`config.mk`:
```
export PLATFORM = sky130hd
export DESIGN_NAME = linear_fade_gain_ramp
export DESIGN_NICKNAME = d
export VERILOG_FILES = /design/src/rtl/lfgr_pkg.sv /design/src/rtl/lfgr_div.sv /design/src/rtl/lfgr_front.sv /design/src/rtl/lfgr_back.sv /design/src/rtl/linear_fade_gain_ramp.sv
export SDC_FILE = /design/constraint.sdc
export NUM_CORES = 2
export LEC_CHECK = 0
export ABC_AREA = 1
export ABC_CLOCK_PERIOD_IN_PS = 8400
export BUFFER_PORTS_ARGS = -buffer_cell sky130_fd_sc_hd__clkbuf_2
export CAP_MARGIN = 15
export CORE_MARGIN = 1
export CORE_UTILIZATION = 40
export DETAILED_ROUTE_END_ITERATION = 8
export SYNTH_ARGS = -nofsm -noshare
export SYNTH_HDL_FRONTEND = slang
export SYNTH_HIERARCHICAL = 1
export SYNTH_SLANG_ARGS = --single-unit
```
`constraint.sdc`:
```
create_clock -name clock -period 8.4 [get_ports clock]
set_clock_uncertainty 0.05 [all_clocks]
set_input_delay 0 -clock clock [delete_from_list [all_inputs] [get_ports clock]]
set_output_delay 0 -clock clock [all_outputs]
set_load 0.01 [all_outputs]
```
`src/rtl/lfgr_pkg.sv`:
```
`default_nettype none
// ============================================================================
// lfgr_pkg: shared types and constants for the linear fade gain ramp
// Field widths, fixed-point constants, opcode and fade mode codes, the queue
// item layout and the back-end sequencer states.
// ============================================================================
package lfgr_pkg;

   // field widths
   localparam int SAMPLE_W    = 16;
   localparam int LEN_W       = 19;
   localparam int OP_W        = 2;
   localparam int VOL_W       = 16;
   localparam int PHASE_W     = 32;
   localparam int GAIN_W      = 17;
   localparam int REQ_TDATA_W = 40;
   localparam int RSP_TDATA_W = 24;

   // fixed-point constants
   localparam logic [PHASE_W-1:0] PHASE_ONE        = 32'h8000_0000;
   localparam logic [15:0]        GAIN_ONE         = 16'h8000;
   localparam logic [31:0]        GAIN_HALF        = 32'h0000_4000;
   localparam logic [VOL_W-1:0]   VOLUME_RESET     = 16'h8000;
   localparam logic [LEN_W-1:0]   MAX_FADE_SAMPLES = 19'd491520;

   // default depth of the queue between front and back
   localparam int QUEUE_DEPTH_DEFAULT = 2;

   typedef enum logic [OP_W-1:0] {
      OP_SAMPLE   = 2'd0,
      OP_FADE_OUT = 2'd1,
      OP_FADE_IN  = 2'd2,
      OP_CLEAR    = 2'd3
   } op_type;

   typedef enum logic [1:0] {
      MODE_NONE = 2'd0,
      MODE_OUT  = 2'd1,
      MODE_IN   = 2'd2
   } fade_mode_type;

   // decoded item as it waits in the queue
   typedef struct packed {
      op_type                     op;
      logic signed [SAMPLE_W-1:0] sample;
      logic [LEN_W-1:0]           len;
   } item_type;

   typedef enum logic [2:0] {
      ST_IDLE,
      ST_SMP_OUT,
      ST_FADE_MLO,
      ST_FADE_MHI,
      ST_FADE_SUM,
      ST_DIV_START,
      ST_DIV_WAIT,
      ST_CMD_OUT
   } back_state_type;

endpackage
`default_nettype wire

```
`src/rtl/lfgr_div.sv`:
```
`default_nettype none
// ============================================================================
// lfgr_div: iterative unsigned divider
// Restoring division, one quotient bit per cycle, MSB first. done pulses
// for one cycle when quotient and remainder are valid; they then hold.
// ============================================================================
module lfgr_div #(
   parameter int DIVIDEND_W = 32,
   parameter int DIVISOR_W  = 19
) (
   input  wire                   clock,
   input  wire                   reset,
   input  wire                   start,
   input  wire  [DIVIDEND_W-1:0] dividend,
   input  wire  [DIVISOR_W-1:0]  divisor,
   output logic                  done,
   output logic [DIVIDEND_W-1:0] quotient,
   output logic [DIVISOR_W-1:0]  remainder
);

   localparam int CNT_W = $clog2(DIVIDEND_W);

   logic                  busy_ff, busy_in;
   logic                  done_ff, done_in;
   logic [CNT_W-1:0]      cnt_ff, cnt_in;
   logic [DIVIDEND_W-1:0] quo_ff, quo_in;
   logic [DIVISOR_W-1:0]  rem_ff, rem_in;
   logic [DIVISOR_W-1:0]  dvs_ff, dvs_in;

   logic [DIVISOR_W:0]    trial;
   logic [DIVISOR_W:0]    trial_sub;
   logic                  trial_ge;

   // one restoring step
   assign trial     = {rem_ff, quo_ff[DIVIDEND_W-1]};
   assign trial_ge  = (trial >= {1'b0, dvs_ff});
   assign trial_sub = trial - {1'b0, dvs_ff};

   always_comb begin
      busy_in = busy_ff;
      done_in = 1'b0;
      cnt_in  = cnt_ff;
      quo_in  = quo_ff;
      rem_in  = rem_ff;
      dvs_in  = dvs_ff;
      if (start) begin
         busy_in = 1'b1;
         cnt_in  = '0;
         quo_in  = dividend;
         rem_in  = '0;
         dvs_in  = divisor;
      end else if (busy_ff) begin
         rem_in = trial_ge ? trial_sub[DIVISOR_W-1:0] : trial[DIVISOR_W-1:0];
         quo_in = {quo_ff[DIVIDEND_W-2:0], trial_ge};
         cnt_in = cnt_ff + 1'b1;
         if (cnt_ff == CNT_W'(DIVIDEND_W - 1)) begin
            busy_in = 1'b0;
            done_in = 1'b1;
         end
      end
   end

   // control state
   always_ff @(posedge clock) begin
      if (reset) begin
         busy_ff <= 1'b0;
         done_ff <= 1'b0;
      end else begin
         busy_ff <= busy_in;
         done_ff <= done_in;
      end
   end

   // datapath
   always_ff @(posedge clock) begin
      cnt_ff <= cnt_in;
      quo_ff <= quo_in;
      rem_ff <= rem_in;
      dvs_ff <= dvs_in;
   end

   assign done      = done_ff;
   assign quotient  = quo_ff;
   assign remainder = rem_ff;

endmodule
`default_nettype wire

```
`src/rtl/lfgr_front.sv`:
```
`default_nettype none
// ============================================================================
// lfgr_front: input stage of the fade ramp
// Decodes the opcode, clamps the fade length and queues the item for the
// back end, so input and back end stall independently.
// ============================================================================
module lfgr_front #(
   parameter int DEPTH = lfgr_pkg::QUEUE_DEPTH_DEFAULT
) (
   input  wire                                  clock,
   input  wire                                  reset,
   input  wire                                  in_valid,
   output logic                                 in_ready,
   input  wire  [lfgr_pkg::OP_W-1:0]            in_op,
   input  wire  signed [lfgr_pkg::SAMPLE_W-1:0] in_sample,
   input  wire  [lfgr_pkg::LEN_W-1:0]           in_len,
   output logic                                 item_valid,
   input  wire                                  item_ready,
   output lfgr_pkg::item_type                   item
);

   localparam int PTR_W = $clog2(DEPTH);
   localparam int CNT_W = $clog2(DEPTH + 1);

   lfgr_pkg::item_type entry_ff [DEPTH];
   logic [PTR_W-1:0]   wr_ptr_ff, wr_ptr_in;
   logic [PTR_W-1:0]   rd_ptr_ff, rd_ptr_in;
   logic [CNT_W-1:0]   level_ff, level_in;

   lfgr_pkg::item_type push_item;
   logic               push;
   logic               pop;

   // classify and clamp
   always_comb begin
      push_item.op     = lfgr_pkg::op_type'(in_op);
      push_item.sample = in_sample;
      push_item.len    = (in_len > lfgr_pkg::MAX_FADE_SAMPLES) ?
                         lfgr_pkg::MAX_FADE_SAMPLES : in_len;
   end

   assign in_ready   = (level_ff != CNT_W'(DEPTH));
   assign item_valid = (level_ff != '0);
   assign push       = in_valid && in_ready;
   assign pop        = item_valid && item_ready;
   assign item       = entry_ff[rd_ptr_ff];

   // queue pointers and fill level
   always_comb begin
      wr_ptr_in = wr_ptr_ff;
      rd_ptr_in = rd_ptr_ff;
      level_in  = level_ff;
      if (push) begin
         wr_ptr_in = (wr_ptr_ff == PTR_W'(DEPTH - 1)) ? '0 : wr_ptr_ff + 1'b1;
      end
      if (pop) begin
         rd_ptr_in = (rd_ptr_ff == PTR_W'(DEPTH - 1)) ? '0 : rd_ptr_ff + 1'b1;
      end
      if (push && !pop) begin
         level_in = level_ff + 1'b1;
      end else if (pop && !push) begin
         level_in = level_ff - 1'b1;
      end
   end

   always_ff @(posedge clock) begin
      if (reset) begin
         wr_ptr_ff <= '0;
         rd_ptr_ff <= '0;
         level_ff  <= '0;
      end else begin
         wr_ptr_ff <= wr_ptr_in;
         rd_ptr_ff <= rd_ptr_in;
         level_ff  <= level_in;
      end
   end

   // queue storage
   always_ff @(posedge clock) begin
      if (push) begin
         entry_ff[wr_ptr_ff] <= push_item;
      end
   end

endmodule
`default_nettype wire

```
`src/rtl/lfgr_back.sv`:
```
`default_nettype none
// ============================================================================
// lfgr_back: execution stage of the fade ramp
// Holds the volume and fade state. Scales samples in two multiply steps and
// advances the fade; sets up fades with a split length-by-distance product
// and an iterative divide. Results leave through one output register.
// ============================================================================
module lfgr_back (
   input  wire                                   clock,
   input  wire                                   reset,
   input  wire                                   csr_wr_en,
   input  wire  [lfgr_pkg::VOL_W-1:0]            csr_wr_data,
   input  wire                                   item_valid,
   output logic                                  item_ready,
   input  wire  lfgr_pkg::item_type              item,
   output logic                                  out_valid,
   input  wire                                   out_ready,
   output logic signed [lfgr_pkg::SAMPLE_W-1:0]  out_sample,
   output logic                                  out_done,
   output lfgr_pkg::fade_mode_type               out_mode
);

   localparam int LEN_W   = lfgr_pkg::LEN_W;
   localparam int PHASE_W = lfgr_pkg::PHASE_W;
   localparam int SMP_W   = lfgr_pkg::SAMPLE_W;
   localparam int GAIN_W  = lfgr_pkg::GAIN_W;

   // sequencer and volume
   lfgr_pkg::back_state_type state_ff, state_in;
   logic [lfgr_pkg::VOL_W-1:0] volume_ff, volume_in;

   // fade state
   lfgr_pkg::fade_mode_type mode_ff, mode_in;
   logic [PHASE_W-1:0] phase_ff, phase_in;
   logic [LEN_W-1:0]   steps_ff, steps_in;
   logic [PHASE_W-1:0] whole_ff, whole_in;
   logic [LEN_W-1:0]   frac_ff, frac_in;
   logic [LEN_W-1:0]   err_ff, err_in;
   logic [LEN_W-1:0]   dvs_ff, dvs_in;

   // per-item work registers
   lfgr_pkg::op_type   op_ff, op_in;
   logic signed [SMP_W-1:0] smp_ff, smp_in;
   logic [GAIN_W-1:0]  gain_ff, gain_in;
   logic [LEN_W-1:0]   len_ff, len_in;
   logic [PHASE_W-1:0] ph_ff, ph_in;
   logic [PHASE_W-1:0] dist_ff, dist_in;
   logic [34:0]        plo_ff, plo_in;
   logic [34:0]        phi_ff, phi_in;
   logic [LEN_W-1:0]   n_ff, n_in;

   // result register
   logic                    rsp_valid_ff, rsp_valid_in;
   logic signed [SMP_W-1:0] rsp_sample_ff, rsp_sample_in;
   logic                    rsp_done_ff, rsp_done_in;
   lfgr_pkg::fade_mode_type rsp_mode_ff, rsp_mode_in;

   // combinational helpers
   logic [15:0]        phase_gain;
   logic [31:0]        gain_prod;
   logic [PHASE_W-1:0] cmd_ph;
   logic [PHASE_W-1:0] cmd_dist;
   logic signed [33:0] scale_prod;
   logic [18:0]        scale_q;
   logic signed [SMP_W-1:0] scale_sat;
   logic               adv_en;
   logic               adv_last;
   logic [LEN_W:0]     err_sum;
   logic               err_carry;
   logic [LEN_W:0]     err_sub;
   logic [PHASE_W-1:0] adv_step;
   logic [PHASE_W-1:0] adv_room;
   logic [PHASE_W-1:0] adv_phase;
   logic [51:0]        len_dist;
   logic [20:0]        n_raw;
   logic               degenerate;
   logic               out_free;
   logic               clear_fade;
   logic               div_start;
   logic               div_done;
   logic [PHASE_W-1:0] div_quo;
   logic [LEN_W-1:0]   div_rem;

   // total gain: round(fade gain * volume / 2^15)
   assign phase_gain = (mode_ff == lfgr_pkg::MODE_NONE) ? lfgr_pkg::GAIN_ONE :
                       phase_ff[PHASE_W-1:16];
   assign gain_prod  = phase_gain * volume_ff + lfgr_pkg::GAIN_HALF;

   // start phase and distance of a new fade
   always_comb begin
      if (item.op == lfgr_pkg::OP_FADE_IN) begin
         cmd_ph = '0;
      end else begin
         cmd_ph = (mode_ff == lfgr_pkg::MODE_NONE) ? lfgr_pkg::PHASE_ONE : phase_ff;
      end
      cmd_dist = (item.op == lfgr_pkg::OP_FADE_IN) ? lfgr_pkg::PHASE_ONE - cmd_ph :
                 cmd_ph;
   end

   // sample scaling: floor(sample * gain / 2^15), saturated
   assign scale_prod = smp_ff * $signed({1'b0, gain_ff});
   assign scale_q    = scale_prod[33:15];
   always_comb begin
      if (scale_q[18:15] == 4'b0000 || scale_q[18:15] == 4'b1111) begin
         scale_sat = scale_q[SMP_W-1:0];
      end else if (scale_q[18]) begin
         scale_sat = 16'sh8000;
      end else begin
         scale_sat = 16'sh7FFF;
      end
   end

   // one fade step: whole step plus Bresenham carry
   assign adv_en    = (mode_ff != lfgr_pkg::MODE_NONE) && (steps_ff != '0) &&
                      (dvs_ff != '0);
   assign adv_last  = (steps_ff == LEN_W'(1));
   assign err_sum   = {1'b0, err_ff} + {1'b0, frac_ff};
   assign err_carry = (err_sum >= {1'b0, dvs_ff});
   assign err_sub   = err_sum - {1'b0, dvs_ff};
   assign adv_step  = whole_ff + PHASE_W'(err_carry);
   assign adv_room  = lfgr_pkg::PHASE_ONE - phase_ff;
   always_comb begin
      if (mode_ff == lfgr_pkg::MODE_OUT) begin
         adv_phase = (adv_step >= phase_ff) ? '0 : phase_ff - adv_step;
      end else begin
         adv_phase = (adv_step >= adv_room) ? lfgr_pkg::PHASE_ONE :
                     phase_ff + adv_step;
      end
   end

   // step count: ceil(len * dist / 2^31), clamped to 1..len
   assign len_dist = {1'b0, phi_ff, 16'b0} + {17'b0, plo_ff} + 52'h0_0000_7FFF_FFFF;
   assign n_raw    = len_dist[51:31];

   assign degenerate = (len_ff == '0) || (dist_ff == '0);
   assign out_free   = !rsp_valid_ff || out_ready;

   // sequencer
   always_comb begin
      state_in      = state_ff;
      volume_in     = csr_wr_en ? csr_wr_data : volume_ff;
      mode_in       = mode_ff;
      phase_in      = phase_ff;
      steps_in      = steps_ff;
      whole_in      = whole_ff;
      frac_in       = frac_ff;
      err_in        = err_ff;
      dvs_in        = dvs_ff;
      op_in         = op_ff;
      smp_in        = smp_ff;
      gain_in       = gain_ff;
      len_in        = len_ff;
      ph_in         = ph_ff;
      dist_in       = dist_ff;
      plo_in        = plo_ff;
      phi_in        = phi_ff;
      n_in          = n_ff;
      rsp_valid_in  = rsp_valid_ff && !out_ready;
      rsp_sample_in = rsp_sample_ff;
      rsp_done_in   = rsp_done_ff;
      rsp_mode_in   = rsp_mode_ff;
      item_ready    = 1'b0;
      div_start     = 1'b0;
      clear_fade    = 1'b0;

      case (state_ff)
         lfgr_pkg::ST_IDLE: begin
            item_ready = 1'b1;
            if (item_valid) begin
               op_in   = item.op;
               smp_in  = item.sample;
               len_in  = item.len;
               gain_in = gain_prod[31:15];
               ph_in   = cmd_ph;
               dist_in = cmd_dist;
               case (item.op)
                  lfgr_pkg::OP_SAMPLE:   state_in = lfgr_pkg::ST_SMP_OUT;
                  lfgr_pkg::OP_FADE_OUT: state_in = lfgr_pkg::ST_FADE_MLO;
                  lfgr_pkg::OP_FADE_IN:  state_in = lfgr_pkg::ST_FADE_MLO;
                  default:               state_in = lfgr_pkg::ST_CMD_OUT;
               endcase
            end
         end

         lfgr_pkg::ST_SMP_OUT: begin
            if (out_free) begin
               rsp_valid_in  = 1'b1;
               rsp_sample_in = scale_sat;
               rsp_done_in   = 1'b0;
               rsp_mode_in   = mode_ff;
               if (adv_en) begin
                  err_in   = err_carry ? err_sub[LEN_W-1:0] : err_sum[LEN_W-1:0];
                  phase_in = adv_phase;
                  steps_in = steps_ff - 1'b1;
                  if (adv_last) begin
                     if (mode_ff == lfgr_pkg::MODE_OUT) begin
                        phase_in    = '0;
                        rsp_done_in = 1'b1;
                     end else begin
                        clear_fade  = 1'b1;
                        rsp_mode_in = lfgr_pkg::MODE_NONE;
                     end
                  end
               end
               state_in = lfgr_pkg::ST_IDLE;
            end
         end

         lfgr_pkg::ST_FADE_MLO: begin
            plo_in   = len_ff * dist_ff[15:0];
            state_in = degenerate ? lfgr_pkg::ST_CMD_OUT : lfgr_pkg::ST_FADE_MHI;
         end

         lfgr_pkg::ST_FADE_MHI: begin
            phi_in   = len_ff * dist_ff[PHASE_W-1:16];
            state_in = lfgr_pkg::ST_FADE_SUM;
         end

         lfgr_pkg::ST_FADE_SUM: begin
            if (n_raw == '0) begin
               n_in = LEN_W'(1);
            end else if (n_raw > {2'b00, len_ff}) begin
               n_in = len_ff;
            end else begin
               n_in = n_raw[LEN_W-1:0];
            end
            state_in = lfgr_pkg::ST_DIV_START;
         end

         lfgr_pkg::ST_DIV_START: begin
            div_start = 1'b1;
            state_in  = lfgr_pkg::ST_DIV_WAIT;
         end

         lfgr_pkg::ST_DIV_WAIT: begin
            if (div_done) begin
               state_in = lfgr_pkg::ST_CMD_OUT;
            end
         end

         lfgr_pkg::ST_CMD_OUT: begin
            if (out_free) begin
               rsp_valid_in  = 1'b1;
               rsp_sample_in = '0;
               rsp_done_in   = 1'b0;
               if (op_ff == lfgr_pkg::OP_CLEAR ||
                   (op_ff == lfgr_pkg::OP_FADE_IN && degenerate)) begin
                  clear_fade  = 1'b1;
                  rsp_mode_in = lfgr_pkg::MODE_NONE;
               end else if (degenerate) begin
                  // fade-out with nothing to do: jump to silence, no steps
                  mode_in     = lfgr_pkg::MODE_OUT;
                  phase_in    = '0;
                  steps_in    = '0;
                  whole_in    = '0;
                  frac_in     = '0;
                  err_in      = '0;
                  dvs_in      = '0;
                  rsp_mode_in = lfgr_pkg::MODE_OUT;
               end else begin
                  mode_in     = (op_ff == lfgr_pkg::OP_FADE_OUT) ?
                                lfgr_pkg::MODE_OUT : lfgr_pkg::MODE_IN;
                  phase_in    = ph_ff;
                  steps_in    = n_ff;
                  whole_in    = div_quo;
                  frac_in     = div_rem;
                  err_in      = '0;
                  dvs_in      = n_ff;
                  rsp_mode_in = mode_in;
               end
               state_in = lfgr_pkg::ST_IDLE;
            end
         end

         default: state_in = lfgr_pkg::ST_IDLE;
      endcase

      // return the fade to its idle values
      if (clear_fade) begin
         mode_in  = lfgr_pkg::MODE_NONE;
         phase_in = lfgr_pkg::PHASE_ONE;
         steps_in = '0;
         whole_in = '0;
         frac_in  = '0;
         err_in   = '0;
         dvs_in   = '0;
      end
   end

   // control and fade state
   always_ff @(posedge clock) begin
      if (reset) begin
         state_ff     <= lfgr_pkg::ST_IDLE;
         volume_ff    <= lfgr_pkg::VOLUME_RESET;
         mode_ff      <= lfgr_pkg::MODE_NONE;
         phase_ff     <= lfgr_pkg::PHASE_ONE;
         steps_ff     <= '0;
         whole_ff     <= '0;
         frac_ff      <= '0;
         err_ff       <= '0;
         dvs_ff       <= '0;
         rsp_valid_ff <= 1'b0;
      end else begin
         state_ff     <= state_in;
         volume_ff    <= volume_in;
         mode_ff      <= mode_in;
         phase_ff     <= phase_in;
         steps_ff     <= steps_in;
         whole_ff     <= whole_in;
         frac_ff      <= frac_in;
         err_ff       <= err_in;
         dvs_ff       <= dvs_in;
         rsp_valid_ff <= rsp_valid_in;
      end
   end

   // work and result payload
   always_ff @(posedge clock) begin
      op_ff         <= op_in;
      smp_ff        <= smp_in;
      gain_ff       <= gain_in;
      len_ff        <= len_in;
      ph_ff         <= ph_in;
      dist_ff       <= dist_in;
      plo_ff        <= plo_in;
      phi_ff        <= phi_in;
      n_ff          <= n_in;
      rsp_sample_ff <= rsp_sample_in;
      rsp_done_ff   <= rsp_done_in;
      rsp_mode_ff   <= rsp_mode_in;
   end

   // whole and fractional step: dist / n
   lfgr_div #(
      .DIVIDEND_W (PHASE_W),
      .DIVISOR_W  (LEN_W)
   ) u_div (
      .clock     (clock),
      .reset     (reset),
      .start     (div_start),
      .dividend  (dist_ff),
      .divisor   (n_ff),
      .done      (div_done),
      .quotient  (div_quo),
      .remainder (div_rem)
   );

   assign out_valid  = rsp_valid_ff;
   assign out_sample = rsp_sample_ff;
   assign out_done   = rsp_done_ff;
   assign out_mode   = rsp_mode_ff;

endmodule
`default_nettype wire

```
`src/rtl/linear_fade_gain_ramp.sv`:
```
`default_nettype none
// ============================================================================
// linear_fade_gain_ramp: linear volume fade for signed 16-bit samples
// Top level: input queue front end, execution back end, output register.
// ============================================================================
// Every item gives exactly one result. A sample item gets a gain multiply on
// accept, then a sample multiply with saturation and one fade step; a clear
// command goes from accept to the result. A fade-out or fade-in command steps
// through accept, two partial products and a clamp for the step count, a
// divider start, a wait for the 32-step bit-serial divider that splits the
// fade distance into whole and fractional steps, and the result. A zero-length
// fade, or a fade-out that starts from silence, skips the divide. The back
// end takes no new item until its result is registered. Queued items are
// registered before the back end sees them; the queue (QUEUE_DEPTH items)
// and the output register let input and output stall independently. The
// user must write the volume register through csr_wr_en/csr_wr_data only
// while no item is in flight; the block itself does not enforce this.
module linear_fade_gain_ramp #(
   parameter int QUEUE_DEPTH = lfgr_pkg::QUEUE_DEPTH_DEFAULT
) (
   input  wire                                 clock,
   input  wire                                 reset,
   // volume register
   input  wire                                 csr_wr_en,
   input  wire  [lfgr_pkg::VOL_W-1:0]          csr_wr_data,
   // input items
   input  wire                                 req_tvalid,
   output logic                                req_tready,
   // [15:0] sample_in, [34:16] fade_samples, [39:35] zero
   input  wire  [lfgr_pkg::REQ_TDATA_W-1:0]    req_tdata,
   // [1:0] opcode
   input  wire  [lfgr_pkg::OP_W-1:0]           req_tuser,
   // result items
   output logic                                rsp_tvalid,
   input  wire                                 rsp_tready,
   // [15:0] sample_out, [16] fade_done, [18:17] fade_mode_now, [23:19] zero
   output logic [lfgr_pkg::RSP_TDATA_W-1:0]    rsp_tdata
);

   localparam int SMP_W = lfgr_pkg::SAMPLE_W;
   localparam int LEN_W = lfgr_pkg::LEN_W;

   logic                    item_valid;
   logic                    item_ready;
   lfgr_pkg::item_type      item;
   logic signed [SMP_W-1:0] out_sample;
   logic                    out_done;
   lfgr_pkg::fade_mode_type out_mode;

   // decode, clamp and queue
   lfgr_front #(
      .DEPTH (QUEUE_DEPTH)
   ) u_front (
      .clock      (clock),
      .reset      (reset),
      .in_valid   (req_tvalid),
      .in_ready   (req_tready),
      .in_op      (req_tuser),
      .in_sample  (req_tdata[SMP_W-1:0]),
      .in_len     (req_tdata[SMP_W+LEN_W-1:SMP_W]),
      .item_valid (item_valid),
      .item_ready (item_ready),
      .item       (item)
   );

   // scaling and fade sequencing
   lfgr_back u_back (
      .clock       (clock),
      .reset       (reset),
      .csr_wr_en   (csr_wr_en),
      .csr_wr_data (csr_wr_data),
      .item_valid  (item_valid),
      .item_ready  (item_ready),
      .item        (item),
      .out_valid   (rsp_tvalid),
      .out_ready   (rsp_tready),
      .out_sample  (out_sample),
      .out_done    (out_done),
      .out_mode    (out_mode)
   );

   // result packing
   assign rsp_tdata = {5'b00000, out_mode, out_done, out_sample};

`ifndef NO_ASSERTIONS
   // a fade-out that just finished still reports mode out
   assert property (@(posedge clock) disable iff (reset)
      rsp_tvalid && rsp_tdata[16] |-> rsp_tdata[18:17] == 2'(lfgr_pkg::MODE_OUT))
      else $error("fade_done raised outside fade-out mode");

   // no result is presented in the cycle after reset
   assert property (@(posedge clock) $past(reset) |-> !rsp_tvalid)
      else $error("result valid right after reset");

   // with no fade running the result carries no completion flag
   assert property (@(posedge clock) disable iff (reset)
      rsp_tvalid && rsp_tdata[18:17] == 2'(lfgr_pkg::MODE_NONE) |-> !rsp_tdata[16])
      else $error("fade_done raised with no fade active");
`endif

endmodule
`default_nettype wire
```
* After elaboration in Yosys (flattened, before gate mapping)
Memory sizes are Yosys's and may differ from the RTL's. A register that Yosys moved wholly into a read port is not among the register bits.
Index checks and enable logic that the tools add are counted.
** Word-level totals
- Register bits :: 469
- Latch bits :: 0
- Memory bits (writable) :: 74
- ROM bits :: 0
- Input port bits :: 63
- Memories :: 1
** Memories
- u_front.entry_ff :: words 2, width 37, rd ports 1, clocked after Yosys merged registers in 1, wr ports 1, RTL line lfgr_front.sv:25 : lfgr_pkg::item_type entry_ff [DEPTH];
** Cells by class
- Add/subtract/negate cells :: 17
- Multipliers :: 4
- Div/mod/pow operators :: 0
- Order comparisons :: 6
- Eq/ne operators :: 24
- Shift operators :: 0
- Multiplexer cells :: 83
- Bitwise logic cells :: 2
- Reductions and logical operators :: 39
** Operator list (count)
- 32-bit two-way mux :: 16
- 19-bit two-way mux :: 14
- 16-bit two-way mux :: 5
- 19-bit case mux with 2 select lines :: 2
- 19-bit by 16-bit multiplier with 35-bit output :: 2
- 32-bit greater-or-equal comparator :: 2
- 32-bit case mux with 2 select lines :: 1
- 32-bit subtractor, first input constant :: 2
- 51-bit by 35-bit adder with 52-bit output :: 1
- 52-bit by 31-bit adder with 52-bit output, second input constant :: 1
- 20-bit by 19-bit greater-or-equal comparator with 1-bit output :: 2
- 19-bit nonzero test :: 2
- 19-bit subtractor :: 2
- 16-bit by 18-bit multiplier with 34-bit output :: 1
- 32-bit by 1-bit adder with 32-bit output :: 1
- 32-bit by 15-bit adder with 32-bit output, second input constant :: 1
- 32-bit adder :: 1
- 32-bit logical NOT :: 1
- 16-bit by 16-bit multiplier with 32-bit output :: 1
- 16-bit case mux with 2 select lines :: 1
- 32-bit subtractor :: 1
- 1-bit two-way mux :: 25
- 21-bit by 19-bit > comparator with 1-bit output :: 1
- 21-bit logical NOT :: 1
- 37 further kinds :: 88

* Longest topological paths before layout
- Depth after elaboration :: 11
- Depth in mapped cells :: 53

* Cells and area by module
The synthesis kept the hierarchy.
** By module, submodules not included
- lfgr_back :: instances 1, cells each 8996, area each 66232.3 sq um
- lfgr_div :: instances 1, cells each 575, area each 4423.0 sq um
- lfgr_front :: instances 1, cells each 204, area each 3203.1 sq um
- linear_fade_gain_ramp :: instances 1, cells each 7, area each 48.8 sq um

* Worst setup path after synthesis
OpenSTA, ideal clock, no wires.
- Path type :: reg-to-reg
- Start :: reg u_back.frac_ff[0]
- End :: reg u_back.phase_ff[21]
- Library setup time :: 119 ps
- Arrival time :: 6397 ps
- Required time :: 8231 ps
- Path slack :: 1834 ps
- Cell stages (with the launch flop) :: 52
- Buffers on the path :: 2
- Path through :: dfxtp_1 -> ha_1 -> fa_1 -> nand2_1 -> inv_1 -> nand2_1 -> nand2_1 -> nand2_1 -> nand2_1 -> nand2_1 -> o21ai_0 -> xnor2_1 -> inv_1 -> ha_1 -> nand2_1 -> o21ai_0 -> a21oi_1 -> nand2_1 -> [... 16 more ...] -> xor2_1 -> inv_1 -> ha_1 -> inv_1 -> nand2_1 -> nor3_1 -> nand2_1 -> nor2_1 -> nand3_1 -> nand3_1 -> inv_1 -> nand2_2 -> inv_2 -> buf_4 -> nand3_1 -> nand3_1 -> nand2_1 -> a21oi_1
** On the way
- Longest elaborated chain between the ends :: 11
- Elaborated cells on any way between the ends :: 15
- Those cells by class :: 4 x add/sub; 3 x order compare; 8 x mux
** Ends and longest elaborated chain
- start, declared :: RTL line lfgr_back.sv:37 : logic [LEN_W-1:0] frac_ff, frac_in;
- start signal, assigned :: RTL line lfgr_back.sv:310 : frac_ff <= frac_in;
- 19-bit by 19-bit adder with 20-bit output * :: RTL line lfgr_back.sv:117 : assign err_sum = {1'b0, err_ff} + {1'b0, frac_ff};
- 20-bit by 19-bit greater-or-equal comparator with 1-bit output * :: RTL line lfgr_back.sv:118 : assign err_carry = (err_sum >= {1'b0, dvs_ff});
- 32-bit by 1-bit adder with 32-bit output * :: RTL line lfgr_back.sv:120 : assign adv_step = whole_ff + PHASE_W'(err_carry);
- 32-bit adder (tied with other cells) :: RTL line lfgr_back.sv:127 : phase_ff + adv_step;
- 32-bit two-way mux, on equally long branches :: RTL line lfgr_back.sv:126, lfgr_back.sv:124
- 32-bit two-way mux * :: RTL line lfgr_back.sv:123 : if (mode_ff == lfgr_pkg::MODE_OUT) begin
- 32-bit two-way mux :: RTL line lfgr_back.sv:196 : if (mode_ff == lfgr_pkg::MODE_OUT) begin
- 32-bit two-way mux * :: RTL line lfgr_back.sv:195 : if (adv_last) begin
- 32-bit two-way mux * :: RTL line lfgr_back.sv:191 : if (adv_en) begin
- 32-bit two-way mux * :: RTL line lfgr_back.sv:186 : if (out_free) begin
- 32-bit case mux with 2 select lines * :: RTL line lfgr_back.sv:166 : case (state_ff)
- end signal, assigned :: RTL line lfgr_back.sv:296 : phase_ff <= lfgr_pkg::PHASE_ONE;
- end signal, assigned :: RTL line lfgr_back.sv:307 : phase_ff <= phase_in;
- end, declared :: RTL line lfgr_back.sv:34 : logic [PHASE_W-1:0] phase_ff, phase_in;
Mark *: on every way between the ends. The rest lies on a longest branch, timed or not. The select of a mux whose other input is x is not followed.
A chain may end at the register's enable or synchronous reset.

* Worst setup path after layout
- Start :: reg u_back.frac_ff[0]
- End :: reg u_back.phase_ff[0]
Same word-level chain as after synthesis.

==> out/qor.yml <==
outcome:
  status: "finished, final reports clean"
timing:
  tns_ns: 0
  setup_viol: 0
  hold_viol: 0
  worst_slew_pin_slew_ns: 1.21
  rsz0062_at_grt: "no"
  max_freq_mhz: 130
  max_slew_margin_pct: 19.3
  fin_crit_sh_pct: 91.9
  min_period_ns: 7.72
  drv_slew: 0
clock_network:
  worstSkewPairLatency_ns: 0.70
  root_buffer: "clkbuf_16"
  cts_tree: "built"
  htreeDepth: 3
  numCtsBuffers: 68
  cts_buffer_depth: 3
  clk_pin_slew_ns: 0.06
  cts_sinks: 540
logic_synthesis:
  ys_seq_area_share_pct: 19.3
  ys_ff_latch: 540
  synth_warnings: 6
  netlist.area_leader.share_pct: 23.8
  synth_cells: 9782
  syn_area_um2: 73900
  ys_types: 64
  synthArstFlopShare_pct: 0
  avgSynthCellArea_um2: 7.56
  synth-edff-count: 347
  synth-main-ff-cell: "edfxtp_1"
  synth.area.top_cells: "fa_1 (24%), edfxtp_1 (14%), nand2_1 (13%), ha_1 (12%), inv_1 (11%)"
  yosysTopAreaCell: "fa_1"
floorplanning:
  die_area_um2: 186000
  start_util_pct: 40.3
  io_pins: 89
  row_count: 157
  die_h_um: 432
  core_area_um2: 183000
  die_x_um: 432
route:
  wl_met1_mm: 96.9
  drc_errors: 0
  drt_iter0_drc: 4203
  top_layer: "met4"
  route.met3.wl_mm: 13.8
  firstDrtPassIters: 6
  vias: 62770
  drt-wirelength-per-cell_um: 18.4
  ant_nets: 0
  route.met2.wl_mm: 106
  routed_wirelength_mm: 227
  routed_via_density: 5.09
setup_path:
  cp_slowest_stage_delay_ns: 0.44
  crit_buf_inv: 6
  critPathMostFrequentCell: "nand2_1"
  slowest_stage: "fa_1"
  worstPathArrival_ns: 8.21
  end_kind: "flop"
  start_kind: "flop"
  cp_data_required_time_ns: 8.89
  path_max_fanout: 17
  cp_top_family: "simple AND/OR/NAND/NOR gates"
  crit_type: "reg2reg"
cells_and_area:
  post-route-cell-area_um2: 80400
  multi_input_area_um2: 49900
  final_common_cell: "nand2_1"
  drive_gt1_share_pct: 4.86
  n_fill_cell: 18722
  syn_to_final_growth_pct: 8.82
  nets: 11444
  post-route-util_pct: 43.9
  seq_area_um2: 14300
  mostFrequentLayoutCells: "nand2_1 (2,596), inv_1 (2,188), fa_1 (878)"
grt:
  grt_first_pass_wirelength_mm: 357
  grt_overflow: 0
  grt_pass1_vias: 64004
  grt_max_degree: 81
  antenna_found_initial: 6
  grt.total_usage_pct: 24.5
placed_design:
  place_congestion: 1.00
  io_buffers: 78
  dpl.hpwl_mm: 183
  dpl_cell_area_um2: 76900
flow_run:
  drv_cap: 0
hold_path:
  worstHoldPathType: "in2reg"
[stage by stage]
step	std cells	worst slack, ns	hold slack, ns
final	12337	0.679	0.0407
after global placement	12094	0.456	0.142
after global routing	12336	0.0257	0.0260
after floorplan	9786	1.83	0.0261
after CTS	12334	0.468	0.00109
after detailed placement	12094	0.513	0.145
[what timing repair did]
item,4_1_cts,5_1_grt
endpoints found under the setup margin,0,32
gates resized for setup,0,16
hold endpoints to repair,98,0
hold buffers,114,0
setup buffers,0,1
[kinds of logic (layout without fill, tap and decap cells)]
| logic type | Yosys count | after routing | synth area share, % |
|---|---|---|---|
| xor+xnor | 222 | 222 | 2.63 |
| fa+ha+maj | 1566 | 1566 | 35.4 |
| flops | 540 | 540 | 19.3 |
| other cells | 1 | 7 | 0.00507 |
| simple gates | 3897 | 3897 | 21.7 |
| buf+inv | 2574 | 2659 | 13.4 |
| compound gates | 945 | 945 | 6.97 |
| mux | 37 | 37 | 0.564 |
[cell type report]
type	instances	share of cell area (%)
multi-input cells	6672	62.0
flip-flops and latches	540	17.8
inverters	2205	10.3
well taps	2464	3.83
repair buffers	328	3.21
clock buffers	90	2.36
clock inverters	36	0.537
diodes	2	0.00622
[Yosys cell counts, types with 26 or more instances]
master    count
a21oi_1     515
a31oi_1      35
buf_2        60
clkbuf_1    254
dfxtp_1     193
edfxtp_1    347
fa_1        878
ha_1        688
inv_1      2189
mux2_2       37
nand2_1    2597
nand3_1     338
nand3b_1     30
nand4_1     105
nor2_1      593
nor3_1      114
nor4_1       32
o21ai_0     246
o21bai_1     26
xnor2_1      61
xor2_1      161
[worst register-to-register path, delay by kind of cell (launching register included)]
| kind | cells | cell delay [ns] |
|---|---|---|
| buffers and inverters | 6 | 0.64 |
| XOR/XNOR | 2 | 0.49 |
| AND/OR/NAND/NOR | 26 | 3.32 |
| flip-flops | 1 | 0.31 |
| adder cells (fa/ha/maj) | 6 | 1.83 |
| AO/OA/AOI/OAI | 7 | 0.94 |
[final timing paths]
check / slack, ns / cells after the start / to / from
setup / recovery: 0.68 / 47 / u_back/phase_ff[0]$_SDFFE_PP0P_ / u_back/frac_ff[0]$_SDFFE_PP0P_
hold / removal: 0.04 / 2 / u_front/entry_ff[1][21]$_DFFE_PP_ / req_tdata[2]
setup reg to reg: 0.68 / 47 / u_back/phase_ff[0]$_SDFFE_PP0P_ / u_back/frac_ff[0]$_SDFFE_PP0P_
hold reg to reg: 0.42 / 2 / u_back/err_ff[7]$_SDFFE_PP0P_ / u_back/err_ff[7]$_SDFFE_PP0P_
[state kept, by name, indices dropped and copies added (netlist names), 28 cells and up, named ones only]
name and count:
u_back/phi_ff 35, u_back/phase_ff 32, u_back/plo_ff 35, u_back/u_div/quotient 32, u_back/whole_ff 32, u_back/ph_ff 32
u_back/dist_ff 28, u_front/entry_ff 74
[per-layer routing]
metal / vias up / GRT usage [%]
met5: - / 0
met4: 0 / 9.76
met3: 415 / 3.23
met2: 1884 / 41.3
met1: 30557 / 31.8
li1: 29914 / -
Power is not shown: default switching activity piles up to over one toggle a cycle in this logic, so the estimate is an artifact.
